<file path="config.mk">
export PLATFORM = sky130hd
export DESIGN_NAME = ultrasonic_distance_to_segments_flat
export DESIGN_NICKNAME = d
export VERILOG_FILES = /design/src/rtl/udist_pkg.sv /design/src/rtl/udist_if.sv /design/src/rtl/udist_convert.sv /design/src/rtl/udist_average.sv /design/src/rtl/udist_digits.sv /design/src/rtl/udist_display.sv /design/src/rtl/ultrasonic_distance_to_segments.sv /design/src/flat_wrapper.sv
export SDC_FILE = /design/constraint.sdc
export NUM_CORES = 1
export LEC_CHECK = 0
export CORE_ASPECT_RATIO = 0.8
export CORE_MARGIN = 2
export CORE_UTILIZATION = 55
export CTS_CLUSTER_SIZE = 40
export DETAILED_ROUTE_END_ITERATION = 8
export DONT_BUFFER_PORTS = 1
export MAX_ROUTING_LAYER = met4
export PLACE_DENSITY = 0.71
export SLEW_MARGIN = 10
export SYNTH_ARGS = -nofsm -noshare
export SYNTH_HDL_FRONTEND = slang
export SYNTH_HIERARCHICAL = 1
export SYNTH_SLANG_ARGS = --single-unit
</file>
<file path="constraint.sdc">
create_clock -name i_clk -period 8.7 [get_ports i_clk]
set_input_delay 2.175 -clock i_clk [delete_from_list [all_inputs] [get_ports i_clk]]
set_output_delay 2.175 -clock i_clk [all_outputs]
set_load 0.01 [all_outputs]
</file>
<file path="src/rtl/udist_pkg.sv">
// ----------------------------------------------------------------------------
// udist_pkg - shared types and constants of the echo distance meter
// Field widths, reciprocal constants for the divisions by constants,
// the seven-segment glyph table and the control and result structs.
// ----------------------------------------------------------------------------
package udist_pkg;

    localparam int TICK_W  = 16;
    localparam int MM_W    = 14;
    localparam int SEG_W   = 8;
    localparam int DIGIT_W = 4;

    localparam int AVG_DEPTH_DEF = 4;

    localparam logic [MM_W-1:0]  LIMIT_RESET = 14'd4000;
    localparam logic [SEG_W-1:0] SEG_DASH    = 8'h40;
    localparam logic [SEG_W-1:0] SEG_DP      = 8'h80;

    // ticks * 10 / 58 == ticks * 5 / 29; ticks * 5 needs 19 bits
    localparam int              TICK5_W     = 19;
    localparam int              DIV29_W     = 20;
    localparam int              DIV29_SHIFT = 24;
    localparam logic [DIV29_W-1:0] DIV29_MUL = 20'd578525;

    // reciprocals for decimal digit extraction of a 14-bit value
    localparam int              DEC_MUL_W     = 15;
    localparam logic [DEC_MUL_W-1:0] DIV10_MUL   = 15'd26215;
    localparam int              DIV10_SHIFT   = 18;
    localparam logic [DEC_MUL_W-1:0] DIV100_MUL  = 15'd20972;
    localparam int              DIV100_SHIFT  = 21;
    localparam logic [DEC_MUL_W-1:0] DIV1000_MUL = 15'd16778;
    localparam int              DIV1000_SHIFT = 24;

    localparam int Q1000_W = 4;
    localparam int Q100_W  = 7;
    localparam int Q10_W   = 11;

    typedef struct packed {
        logic valid;
        logic ovf;
    } t_ctl;

    typedef struct packed {
        logic [MM_W-1:0]  distance_mm;
        logic             out_of_range;
        logic [SEG_W-1:0] seg_thousands;
        logic [SEG_W-1:0] seg_hundreds;
        logic [SEG_W-1:0] seg_tens;
        logic [SEG_W-1:0] seg_units;
    } t_result;

    function automatic logic [SEG_W-1:0] f_glyph(input logic [DIGIT_W-1:0] digit);
        logic [SEG_W-1:0] seg;
        case (digit)
            4'h0: seg = 8'h3f;
            4'h1: seg = 8'h06;
            4'h2: seg = 8'h5b;
            4'h3: seg = 8'h4f;
            4'h4: seg = 8'h66;
            4'h5: seg = 8'h6d;
            4'h6: seg = 8'h7d;
            4'h7: seg = 8'h07;
            4'h8: seg = 8'h7f;
            4'h9: seg = 8'h6f;
            4'ha: seg = 8'h77;
            4'hb: seg = 8'h7c;
            4'hc: seg = 8'h39;
            4'hd: seg = 8'h5e;
            4'he: seg = 8'h79;
            4'hf: seg = 8'h71;
            default: seg = 8'h00;
        endcase
        return seg;
    endfunction

endpackage

</file>
<file path="src/rtl/udist_if.sv">
// ----------------------------------------------------------------------------
// udist_if - channel interfaces of the echo distance meter
// Valid/ready channels for echo measurements, results and the limit write.
// ----------------------------------------------------------------------------
interface udist_echo_if import udist_pkg::*; ();
    logic              valid;
    logic              ready;
    logic [TICK_W-1:0] echo_ticks;
    logic              timer_overflow;

    modport source (output valid, echo_ticks, timer_overflow, input ready);
    modport sink   (input valid, echo_ticks, timer_overflow, output ready);
endinterface

interface udist_dist_if import udist_pkg::*; ();
    logic             valid;
    logic             ready;
    logic [MM_W-1:0]  distance_mm;
    logic             out_of_range;
    logic [SEG_W-1:0] seg_thousands;
    logic [SEG_W-1:0] seg_hundreds;
    logic [SEG_W-1:0] seg_tens;
    logic [SEG_W-1:0] seg_units;

    modport source (output valid, distance_mm, out_of_range, seg_thousands,
                    seg_hundreds, seg_tens, seg_units, input ready);
    modport sink   (input valid, distance_mm, out_of_range, seg_thousands,
                    seg_hundreds, seg_tens, seg_units, output ready);
endinterface

interface udist_cfg_if import udist_pkg::*; ();
    logic            valid;
    logic            ready;
    logic [MM_W-1:0] range_limit_mm;

    modport source (output valid, range_limit_mm, input ready);
    modport sink   (input valid, range_limit_mm, output ready);
endinterface

</file>
<file path="src/rtl/udist_convert.sv">
// ----------------------------------------------------------------------------
// udist_convert - input register and tick to millimetre conversion
// Registers the echo transaction, then floor(ticks*5/29) by reciprocal.
// ----------------------------------------------------------------------------
module udist_convert import udist_pkg::*; (
    input  logic              i_clk,
    input  logic              i_rst_n,
    input  logic              i_adv,
    input  t_ctl              i_ctl,
    input  logic [TICK_W-1:0] i_ticks,
    output t_ctl              o_ctl,
    output logic [MM_W-1:0]   o_mm
);

    t_ctl                         r_ctl_in;
    logic [TICK_W-1:0]            r_ticks;
    t_ctl                         r_ctl_mm;
    logic [MM_W-1:0]              r_mm;

    logic [TICK5_W-1:0]           ticks5;
    logic [TICK5_W+DIV29_W-1:0]   prod;
    logic [MM_W-1:0]              n_mm;

    assign ticks5 = {1'b0, r_ticks, 2'b00} + {3'b000, r_ticks};
    assign prod   = {{DIV29_W{1'b0}}, ticks5} * {{TICK5_W{1'b0}}, DIV29_MUL};
    assign n_mm   = prod[DIV29_SHIFT +: MM_W];

    always_ff @(posedge i_clk) begin
        if (!i_rst_n) begin
            r_ctl_in <= '0;
            r_ctl_mm <= '0;
        end else if (i_adv) begin
            r_ctl_in <= i_ctl;
            r_ctl_mm <= r_ctl_in;
        end
    end

    always_ff @(posedge i_clk) begin
        if (i_adv) begin
            r_ticks <= i_ticks;
            r_mm    <= n_mm;
        end
    end

    assign o_ctl = r_ctl_mm;
    assign o_mm  = r_mm;

endmodule

</file>
<file path="src/rtl/udist_average.sv">
// ----------------------------------------------------------------------------
// udist_average - sample ring and running average
// Writes each distance into the ring, sums it, divides by the depth.
// ----------------------------------------------------------------------------
module udist_average import udist_pkg::*; #(
    parameter int AVG_DEPTH = AVG_DEPTH_DEF
) (
    input  logic            i_clk,
    input  logic            i_rst_n,
    input  logic            i_adv,
    input  t_ctl            i_ctl,
    input  logic [MM_W-1:0] i_mm,
    output t_ctl            o_ctl,
    output logic [MM_W-1:0] o_avg
);

    localparam int SLOT_W    = $clog2(AVG_DEPTH);
    localparam int SUM_W     = MM_W + $clog2(AVG_DEPTH);
    localparam int DEP_SHIFT = SUM_W + $clog2(AVG_DEPTH);
    localparam int MUL_W     = SUM_W + 1;
    localparam logic [MUL_W-1:0] DEP_MUL =
        MUL_W'(((longint'(1) << DEP_SHIFT) + longint'(AVG_DEPTH) - 1) / AVG_DEPTH);

    logic [MM_W-1:0]        r_ring [AVG_DEPTH];
    logic [MM_W-1:0]        n_ring [AVG_DEPTH];
    logic [SLOT_W-1:0]      r_slot;
    logic [SLOT_W-1:0]      n_slot;
    t_ctl                   r_ctl_sum;
    logic [SUM_W-1:0]       r_sum;
    logic [SUM_W-1:0]       n_sum;
    t_ctl                   r_ctl_avg;
    logic [MM_W-1:0]        r_avg;
    logic [SUM_W+MUL_W-1:0] prod;

    // ring contents after this transaction lands, and their sum
    always_comb begin
        n_sum = '0;
        for (int k = 0; k < AVG_DEPTH; k++) begin
            n_ring[k] = (r_slot == SLOT_W'(k)) ? i_mm : r_ring[k];
            n_sum     = n_sum + SUM_W'(n_ring[k]);
        end
    end

    assign n_slot = (r_slot == SLOT_W'(AVG_DEPTH - 1)) ? '0 : r_slot + 1'b1;
    assign prod   = {{MUL_W{1'b0}}, r_sum} * {{SUM_W{1'b0}}, DEP_MUL};

    always_ff @(posedge i_clk) begin
        if (!i_rst_n) begin
            for (int k = 0; k < AVG_DEPTH; k++) begin
                r_ring[k] <= '0;
            end
            r_slot    <= '0;
            r_ctl_sum <= '0;
            r_ctl_avg <= '0;
        end else if (i_adv) begin
            r_ctl_sum <= i_ctl;
            r_ctl_avg <= r_ctl_sum;
            if (i_ctl.valid) begin
                for (int k = 0; k < AVG_DEPTH; k++) begin
                    r_ring[k] <= n_ring[k];
                end
                r_slot <= n_slot;
            end
        end
    end

    always_ff @(posedge i_clk) begin
        if (i_adv) begin
            r_sum <= n_sum;
            r_avg <= prod[DEP_SHIFT +: MM_W];
        end
    end

    assign o_ctl = r_ctl_avg;
    assign o_avg = r_avg;

endmodule

</file>
<file path="src/rtl/udist_digits.sv">
// ----------------------------------------------------------------------------
// udist_digits - decimal quotients of the average
// Takes avg/1000, avg/100 and avg/10 side by side by reciprocal multiply.
// ----------------------------------------------------------------------------
module udist_digits import udist_pkg::*; (
    input  logic               i_clk,
    input  logic               i_rst_n,
    input  logic               i_adv,
    input  t_ctl               i_ctl,
    input  logic [MM_W-1:0]    i_avg,
    output t_ctl               o_ctl,
    output logic [MM_W-1:0]    o_avg,
    output logic [Q1000_W-1:0] o_q1000,
    output logic [Q100_W-1:0]  o_q100,
    output logic [Q10_W-1:0]   o_q10
);

    localparam int PROD_W = MM_W + DEC_MUL_W;

    t_ctl               r_ctl;
    logic [MM_W-1:0]    r_avg;
    logic [Q1000_W-1:0] r_q1000;
    logic [Q100_W-1:0]  r_q100;
    logic [Q10_W-1:0]   r_q10;
    logic [PROD_W-1:0]  prod1000;
    logic [PROD_W-1:0]  prod100;
    logic [PROD_W-1:0]  prod10;

    assign prod1000 = {{DEC_MUL_W{1'b0}}, i_avg} * {{MM_W{1'b0}}, DIV1000_MUL};
    assign prod100  = {{DEC_MUL_W{1'b0}}, i_avg} * {{MM_W{1'b0}}, DIV100_MUL};
    assign prod10   = {{DEC_MUL_W{1'b0}}, i_avg} * {{MM_W{1'b0}}, DIV10_MUL};

    always_ff @(posedge i_clk) begin
        if (!i_rst_n) begin
            r_ctl <= '0;
        end else if (i_adv) begin
            r_ctl <= i_ctl;
        end
    end

    always_ff @(posedge i_clk) begin
        if (i_adv) begin
            r_avg   <= i_avg;
            r_q1000 <= prod1000[DIV1000_SHIFT +: Q1000_W];
            r_q100  <= prod100[DIV100_SHIFT +: Q100_W];
            r_q10   <= prod10[DIV10_SHIFT +: Q10_W];
        end
    end

    assign o_ctl   = r_ctl;
    assign o_avg   = r_avg;
    assign o_q1000 = r_q1000;
    assign o_q100  = r_q100;
    assign o_q10   = r_q10;

endmodule

</file>
<file path="src/rtl/udist_display.sv">
// ----------------------------------------------------------------------------
// udist_display - digit split, range check and segment encode
// Forms the four digits, picks glyphs or dashes, holds the result register.
// ----------------------------------------------------------------------------
module udist_display import udist_pkg::*; (
    input  logic               i_clk,
    input  logic               i_rst_n,
    input  logic               i_adv,
    input  t_ctl               i_ctl,
    input  logic [MM_W-1:0]    i_avg,
    input  logic [Q1000_W-1:0] i_q1000,
    input  logic [Q100_W-1:0]  i_q100,
    input  logic [Q10_W-1:0]   i_q10,
    input  logic [MM_W-1:0]    i_limit,
    output logic               o_valid,
    output t_result            o_res
);

    logic               r_valid;
    t_result            r_res;
    t_result            n_res;
    logic [Q100_W-1:0]  rem_h;
    logic [Q10_W-1:0]   rem_t;
    logic [MM_W-1:0]    rem_u;
    logic               dash;

    // digit = quotient at this place minus ten times the next higher one
    assign rem_h = i_q100 - Q100_W'(Q100_W'(i_q1000) * Q100_W'(10));
    assign rem_t = i_q10 - Q10_W'(Q10_W'(i_q100) * Q10_W'(10));
    assign rem_u = i_avg - MM_W'(MM_W'(i_q10) * MM_W'(10));
    assign dash  = i_ctl.ovf || (i_avg >= i_limit);

    always_comb begin
        n_res.distance_mm  = i_avg;
        n_res.out_of_range = dash;
        if (dash) begin
            n_res.seg_thousands = SEG_DASH;
            n_res.seg_hundreds  = SEG_DASH;
            n_res.seg_tens      = SEG_DASH;
            n_res.seg_units     = SEG_DASH;
        end else begin
            n_res.seg_thousands = f_glyph(i_q1000) | SEG_DP;
            n_res.seg_hundreds  = f_glyph(rem_h[DIGIT_W-1:0]);
            n_res.seg_tens      = f_glyph(rem_t[DIGIT_W-1:0]);
            n_res.seg_units     = f_glyph(rem_u[DIGIT_W-1:0]);
        end
    end

    always_ff @(posedge i_clk) begin
        if (!i_rst_n) begin
            r_valid <= 1'b0;
        end else if (i_adv) begin
            r_valid <= i_ctl.valid;
        end
    end

    always_ff @(posedge i_clk) begin
        if (i_adv) begin
            r_res <= n_res;
        end
    end

    assign o_valid = r_valid;
    assign o_res   = r_res;

endmodule

</file>
<file path="src/rtl/ultrasonic_distance_to_segments.sv">
// ----------------------------------------------------------------------------
// ultrasonic_distance_to_segments - echo width to averaged segment readout
// Converts each echo pulse width to millimetres, averages the last
// AVG_DEPTH readings and encodes four seven-segment digits or dashes.
//
//   channel  | dir | fields                                   | handshake
//   ---------+-----+------------------------------------------+-----------
//   i_echo   | in  | echo_ticks, timer_overflow               | valid/ready
//   o_dist   | out | distance_mm, out_of_range, seg_* (4)     | valid/ready
//   i_cfg    | in  | range_limit_mm                           | valid/ready
//
// One transaction is accepted per cycle while o_dist does not stall; each
// yields one result on o_dist through six pipeline registers:
// input register, mm multiply, ring sum, average multiply, digit quotients,
// result register.
// Reset (i_rst_n low, synchronous) empties the pipeline, zeroes the ring
// and the write slot and loads the limit with 4000. Both input channels
// hold ready low while reset is asserted.
// A stall on o_dist freezes every stage at once; i_echo.ready drops in the
// same cycle. The limit register takes a write in every cycle outside reset.
// ----------------------------------------------------------------------------
module ultrasonic_distance_to_segments import udist_pkg::*; #(
    parameter int AVG_DEPTH = AVG_DEPTH_DEF
) (
    input  logic         i_clk,
    input  logic         i_rst_n,
    udist_echo_if.sink   i_echo,
    udist_dist_if.source o_dist,
    udist_cfg_if.sink    i_cfg
);

    logic               adv;
    logic [MM_W-1:0]    r_limit;

    t_ctl               in_ctl;
    t_ctl               mm_ctl;
    logic [MM_W-1:0]    mm;
    t_ctl               avg_ctl;
    logic [MM_W-1:0]    avg;
    t_ctl               dig_ctl;
    logic [MM_W-1:0]    dig_avg;
    logic [Q1000_W-1:0] q1000;
    logic [Q100_W-1:0]  q100;
    logic [Q10_W-1:0]   q10;
    logic               out_valid;
    t_result            out_res;

    // advance the whole pipeline while the result register is free or drained
    assign adv          = !out_valid || o_dist.ready;
    assign i_echo.ready = adv && i_rst_n;

    assign in_ctl.valid = i_echo.valid;
    assign in_ctl.ovf   = i_echo.timer_overflow;

    // limit register: the configuration channel never back-pressures outside reset
    assign i_cfg.ready = i_rst_n;

    always_ff @(posedge i_clk) begin
        if (!i_rst_n) begin
            r_limit <= LIMIT_RESET;
        end else if (i_cfg.valid) begin
            r_limit <= i_cfg.range_limit_mm;
        end
    end

    udist_convert u_convert (
        .i_clk   (i_clk),
        .i_rst_n (i_rst_n),
        .i_adv   (adv),
        .i_ctl   (in_ctl),
        .i_ticks (i_echo.echo_ticks),
        .o_ctl   (mm_ctl),
        .o_mm    (mm)
    );

    udist_average #(
        .AVG_DEPTH (AVG_DEPTH)
    ) u_average (
        .i_clk   (i_clk),
        .i_rst_n (i_rst_n),
        .i_adv   (adv),
        .i_ctl   (mm_ctl),
        .i_mm    (mm),
        .o_ctl   (avg_ctl),
        .o_avg   (avg)
    );

    udist_digits u_digits (
        .i_clk   (i_clk),
        .i_rst_n (i_rst_n),
        .i_adv   (adv),
        .i_ctl   (avg_ctl),
        .i_avg   (avg),
        .o_ctl   (dig_ctl),
        .o_avg   (dig_avg),
        .o_q1000 (q1000),
        .o_q100  (q100),
        .o_q10   (q10)
    );

    udist_display u_display (
        .i_clk   (i_clk),
        .i_rst_n (i_rst_n),
        .i_adv   (adv),
        .i_ctl   (dig_ctl),
        .i_avg   (dig_avg),
        .i_q1000 (q1000),
        .i_q100  (q100),
        .i_q10   (q10),
        .i_limit (r_limit),
        .o_valid (out_valid),
        .o_res   (out_res)
    );

    // drive the result channel straight from the result register
    assign o_dist.valid         = out_valid;
    assign o_dist.distance_mm   = out_res.distance_mm;
    assign o_dist.out_of_range  = out_res.out_of_range;
    assign o_dist.seg_thousands = out_res.seg_thousands;
    assign o_dist.seg_hundreds  = out_res.seg_hundreds;
    assign o_dist.seg_tens      = out_res.seg_tens;
    assign o_dist.seg_units     = out_res.seg_units;

endmodule
</file>
<file path="src/flat_wrapper.sv">
// flat-port wrapper written by rule: the top's interface ports become plain ports
module ultrasonic_distance_to_segments_flat import udist_pkg::*;
#(
    parameter int AVG_DEPTH = AVG_DEPTH_DEF
)
  (i_clk, i_rst_n, i_echo_valid, i_echo_echo_ticks, i_echo_timer_overflow, i_echo_ready, o_dist_valid, o_dist_distance_mm, o_dist_out_of_range, o_dist_seg_thousands, o_dist_seg_hundreds, o_dist_seg_tens, o_dist_seg_units, o_dist_ready, i_cfg_valid, i_cfg_range_limit_mm, i_cfg_ready);
  udist_echo_if i_echo_i ();
  udist_dist_if o_dist_i ();
  udist_cfg_if i_cfg_i ();
  input  logic i_clk;
  input  logic i_rst_n;
  input wire logic [$bits(i_echo_i.valid)-1:0] i_echo_valid;
  input wire logic [$bits(i_echo_i.echo_ticks)-1:0] i_echo_echo_ticks;
  input wire logic [$bits(i_echo_i.timer_overflow)-1:0] i_echo_timer_overflow;
  output wire logic [$bits(i_echo_i.ready)-1:0] i_echo_ready;
  output wire logic [$bits(o_dist_i.valid)-1:0] o_dist_valid;
  output wire logic [$bits(o_dist_i.distance_mm)-1:0] o_dist_distance_mm;
  output wire logic [$bits(o_dist_i.out_of_range)-1:0] o_dist_out_of_range;
  output wire logic [$bits(o_dist_i.seg_thousands)-1:0] o_dist_seg_thousands;
  output wire logic [$bits(o_dist_i.seg_hundreds)-1:0] o_dist_seg_hundreds;
  output wire logic [$bits(o_dist_i.seg_tens)-1:0] o_dist_seg_tens;
  output wire logic [$bits(o_dist_i.seg_units)-1:0] o_dist_seg_units;
  input wire logic [$bits(o_dist_i.ready)-1:0] o_dist_ready;
  input wire logic [$bits(i_cfg_i.valid)-1:0] i_cfg_valid;
  input wire logic [$bits(i_cfg_i.range_limit_mm)-1:0] i_cfg_range_limit_mm;
  output wire logic [$bits(i_cfg_i.ready)-1:0] i_cfg_ready;
  assign i_echo_i.valid = i_echo_valid;
  assign i_echo_i.echo_ticks = i_echo_echo_ticks;
  assign i_echo_i.timer_overflow = i_echo_timer_overflow;
  assign i_echo_ready = i_echo_i.ready;
  assign o_dist_valid = o_dist_i.valid;
  assign o_dist_distance_mm = o_dist_i.distance_mm;
  assign o_dist_out_of_range = o_dist_i.out_of_range;
  assign o_dist_seg_thousands = o_dist_i.seg_thousands;
  assign o_dist_seg_hundreds = o_dist_i.seg_hundreds;
  assign o_dist_seg_tens = o_dist_i.seg_tens;
  assign o_dist_seg_units = o_dist_i.seg_units;
  assign o_dist_i.ready = o_dist_ready;
  assign i_cfg_i.valid = i_cfg_valid;
  assign i_cfg_i.range_limit_mm = i_cfg_range_limit_mm;
  assign i_cfg_ready = i_cfg_i.ready;
  ultrasonic_distance_to_segments #(.AVG_DEPTH(AVG_DEPTH)) u_core (.i_clk(i_clk), .i_rst_n(i_rst_n), .i_echo(i_echo_i), .o_dist(o_dist_i), .i_cfg(i_cfg_i));
endmodule
</file>
==> metrics <==
final worst slack 0.4319 ns; number of port buffers 0; critical path startpoint category flop; largest net degree at the start of global routing about 60; Tightest Pin Transition 0.9096 ns; H-Tree Depth 1; # setup viols final 0; Final Critical Period 8.268 ns; critical path class flop to flop; f_max 0.1209 GHz; Boundary Pins 86; WP data arrival 8.58 ns; outcome finished clean; Post-DRT Antenna Nets 0; wire length on met3 5.729 mm; WL final around 63 mm; initial antenna violation count 1; routed metal-1 wire length 32.49 mm; first-pass GRT wire length 101.1 mm; unrepaired setup endpoints after global routing false; GR Util All Layers roughly 28%; core area 0.04708 mm^2; DR pass1 iterations 5; TritonCTS clock tree yes; HP Class flop to flop; CTS Buf Count 27; worst clock skew 0.01640 ns; CP required about 9.0 ns; GP Congestion a little over 0.9; pre-CTS setup slack 0.4912 ns; CP peak stage delay between 0.5 and 0.6 ns; Die H 199.5 um; slowest cell on the critical path fa_1; vias in the first global route 17950; Final Hold Fails 0; clock-pin slew on the worst setup and hold paths 0.06 ns; CTS hold repair buffers 0; max-cap viol count 0; synthesis-to-layout area growth 6.487%; clk buf depth 3; Yosys warning count 6; Die ar. 0.04954 mm^2; diode count 0; Met2 Wirelength 24.16 mm; syn_area_per_cell 10.60 um^2; critical path capture point type flop; nets@finish 3320; via count 17160; total grt overflow 0; CTS sink cnt 211; crit path max fanout 5; Root Driver clkbuf_16; fraction of layout cells with a size suffix above 1 ~6.7%; Clock Latency Late Sink 0.58 ns; Mapped Cells 2479; worst hold slack 0.4175 ns; vias per inst 5.457; starting DRC count in detailed routing around 1200; starting density of the core 55.80%; Top cell by count, worst path fa_1; Max Used Layer met4; Slew HR about two fifths; Netlist Area Pre-Place approximately 0.026 mm^2; WL/cell 20.05 um; DP Wirelength approximately 52 mm; Die W 248.3 um; Final Max Slew Viols 0; final cycle utilization of the critical path 95.04%; post-CTS setup buffers 0; Setup TNS 0 ns; Fillers 4005; # rows 71; DRC Markers 0
[registers in the layout, indices dropped and copies added, names as in the netlist]
| register | cells |
|---|---|
| u_core/u_average/r_ring | 56 |
| u_core/u_display/o_res | 44 |
| u_core/u_convert/r_ticks | 16 |
| u_core/r_limit | 14 |
| u_core/u_average/o_avg | 14 |
| u_core/u_average/r_sum | 14 |
| u_core/u_convert/o_mm | 14 |
| u_core/u_digits/o_avg | 14 |
| u_core/u_digits/o_q1000 | 4 |
| u_core/u_digits/o_q100 | 4 |
| u_core/u_digits/o_q10 | 4 |
| u_core/u_average/o_ctl | 2 |
| u_core/u_average/r_ctl_sum | 2 |
| u_core/u_average/r_slot | 2 |
| u_core/u_convert/o_ctl | 2 |
| u_core/u_convert/r_ctl_in | 2 |
| u_core/u_digits/o_ctl | 2 |
| u_core/u_display/o_valid | 1 |
[worst max-delay path, delay by kind of cell (launching register included)]
family	cells	cell delay, ns
adder cells (fa/ha/maj)	8	3.85
AO/OA/AOI/OAI	8	2.01
AND/OR/NAND/NOR	4	0.98
XOR/XNOR	2	0.44
flip-flops	1	0.44
buffers and inverters	3	0.28
[through the flow]
step,cell area [um^2],util [%],std cells
finish,27970,59.42,3144
global route,27970,59.42,3144
CTS,27960,59.39,3144
detailed placement,27070,57.50,3094
global placement,27070,57.50,3094
floorplan,26280,-,2481
[layer usage]
metal	vias up	track usage (%)
met1	8555	43.05
met4	0	3.395
met2	488	35.83
li1	8067	-
met5	-	-
met3	46	8.125
[cells in the final DEF, fill, tap and decap left out, drive strengths merged, types with 36 or more instances in the layout]
master    n
nand2    71
o21ai    51
inv     683
a21oi    82
edfxtp  184
xnor2    38
nor2b    71
clkbuf   36
ha      470
mux2i    46
mux2     42
nor2     81
fa      311
[repair_timing]
item                                    4_1_cts  5_1_grt
endpoints found under the setup margin        0        2
endpoints found under the hold margin         0        0
gates resized for setup                       0        3
[path summary, 6_finish.rpt]
kind / start / to / slack, ns / cells past startpoint
setup / recovery: u_core/u_convert/r_ticks[3] / u_core/u_convert/o_mm[12] / 0.43 / 25
hold / removal: u_core/u_average/r_sum[6] / u_core/u_average/o_avg[4] / 0.42 / 0
setup reg to reg: u_core/u_convert/r_ticks[3] / u_core/u_convert/o_mm[12] / 0.43 / 25
hold reg to reg: u_core/u_average/r_sum[6] / u_core/u_average/o_avg[4] / 0.42 / 0
[layout make-up]
| class | count | area [um^2] | share of cell area (%) |
|---|---|---|---|
| multi-input cells | 1555 | 17480 | 62.47 |
| flip-flops and latches | 211 | 6066 | 21.68 |
| inverters | 679 | 2549 | 9.111 |
| well taps | 620 | 775.7 | 2.773 |
| clock buffers | 36 | 729.5 | 2.608 |
| repair buffers | 29 | 217.7 | 0.7782 |
| clock inverters | 14 | 161.4 | 0.5770 |
Power is not shown: default switching activity piles up to over one toggle a cycle in this logic, so the estimate is an artifact.
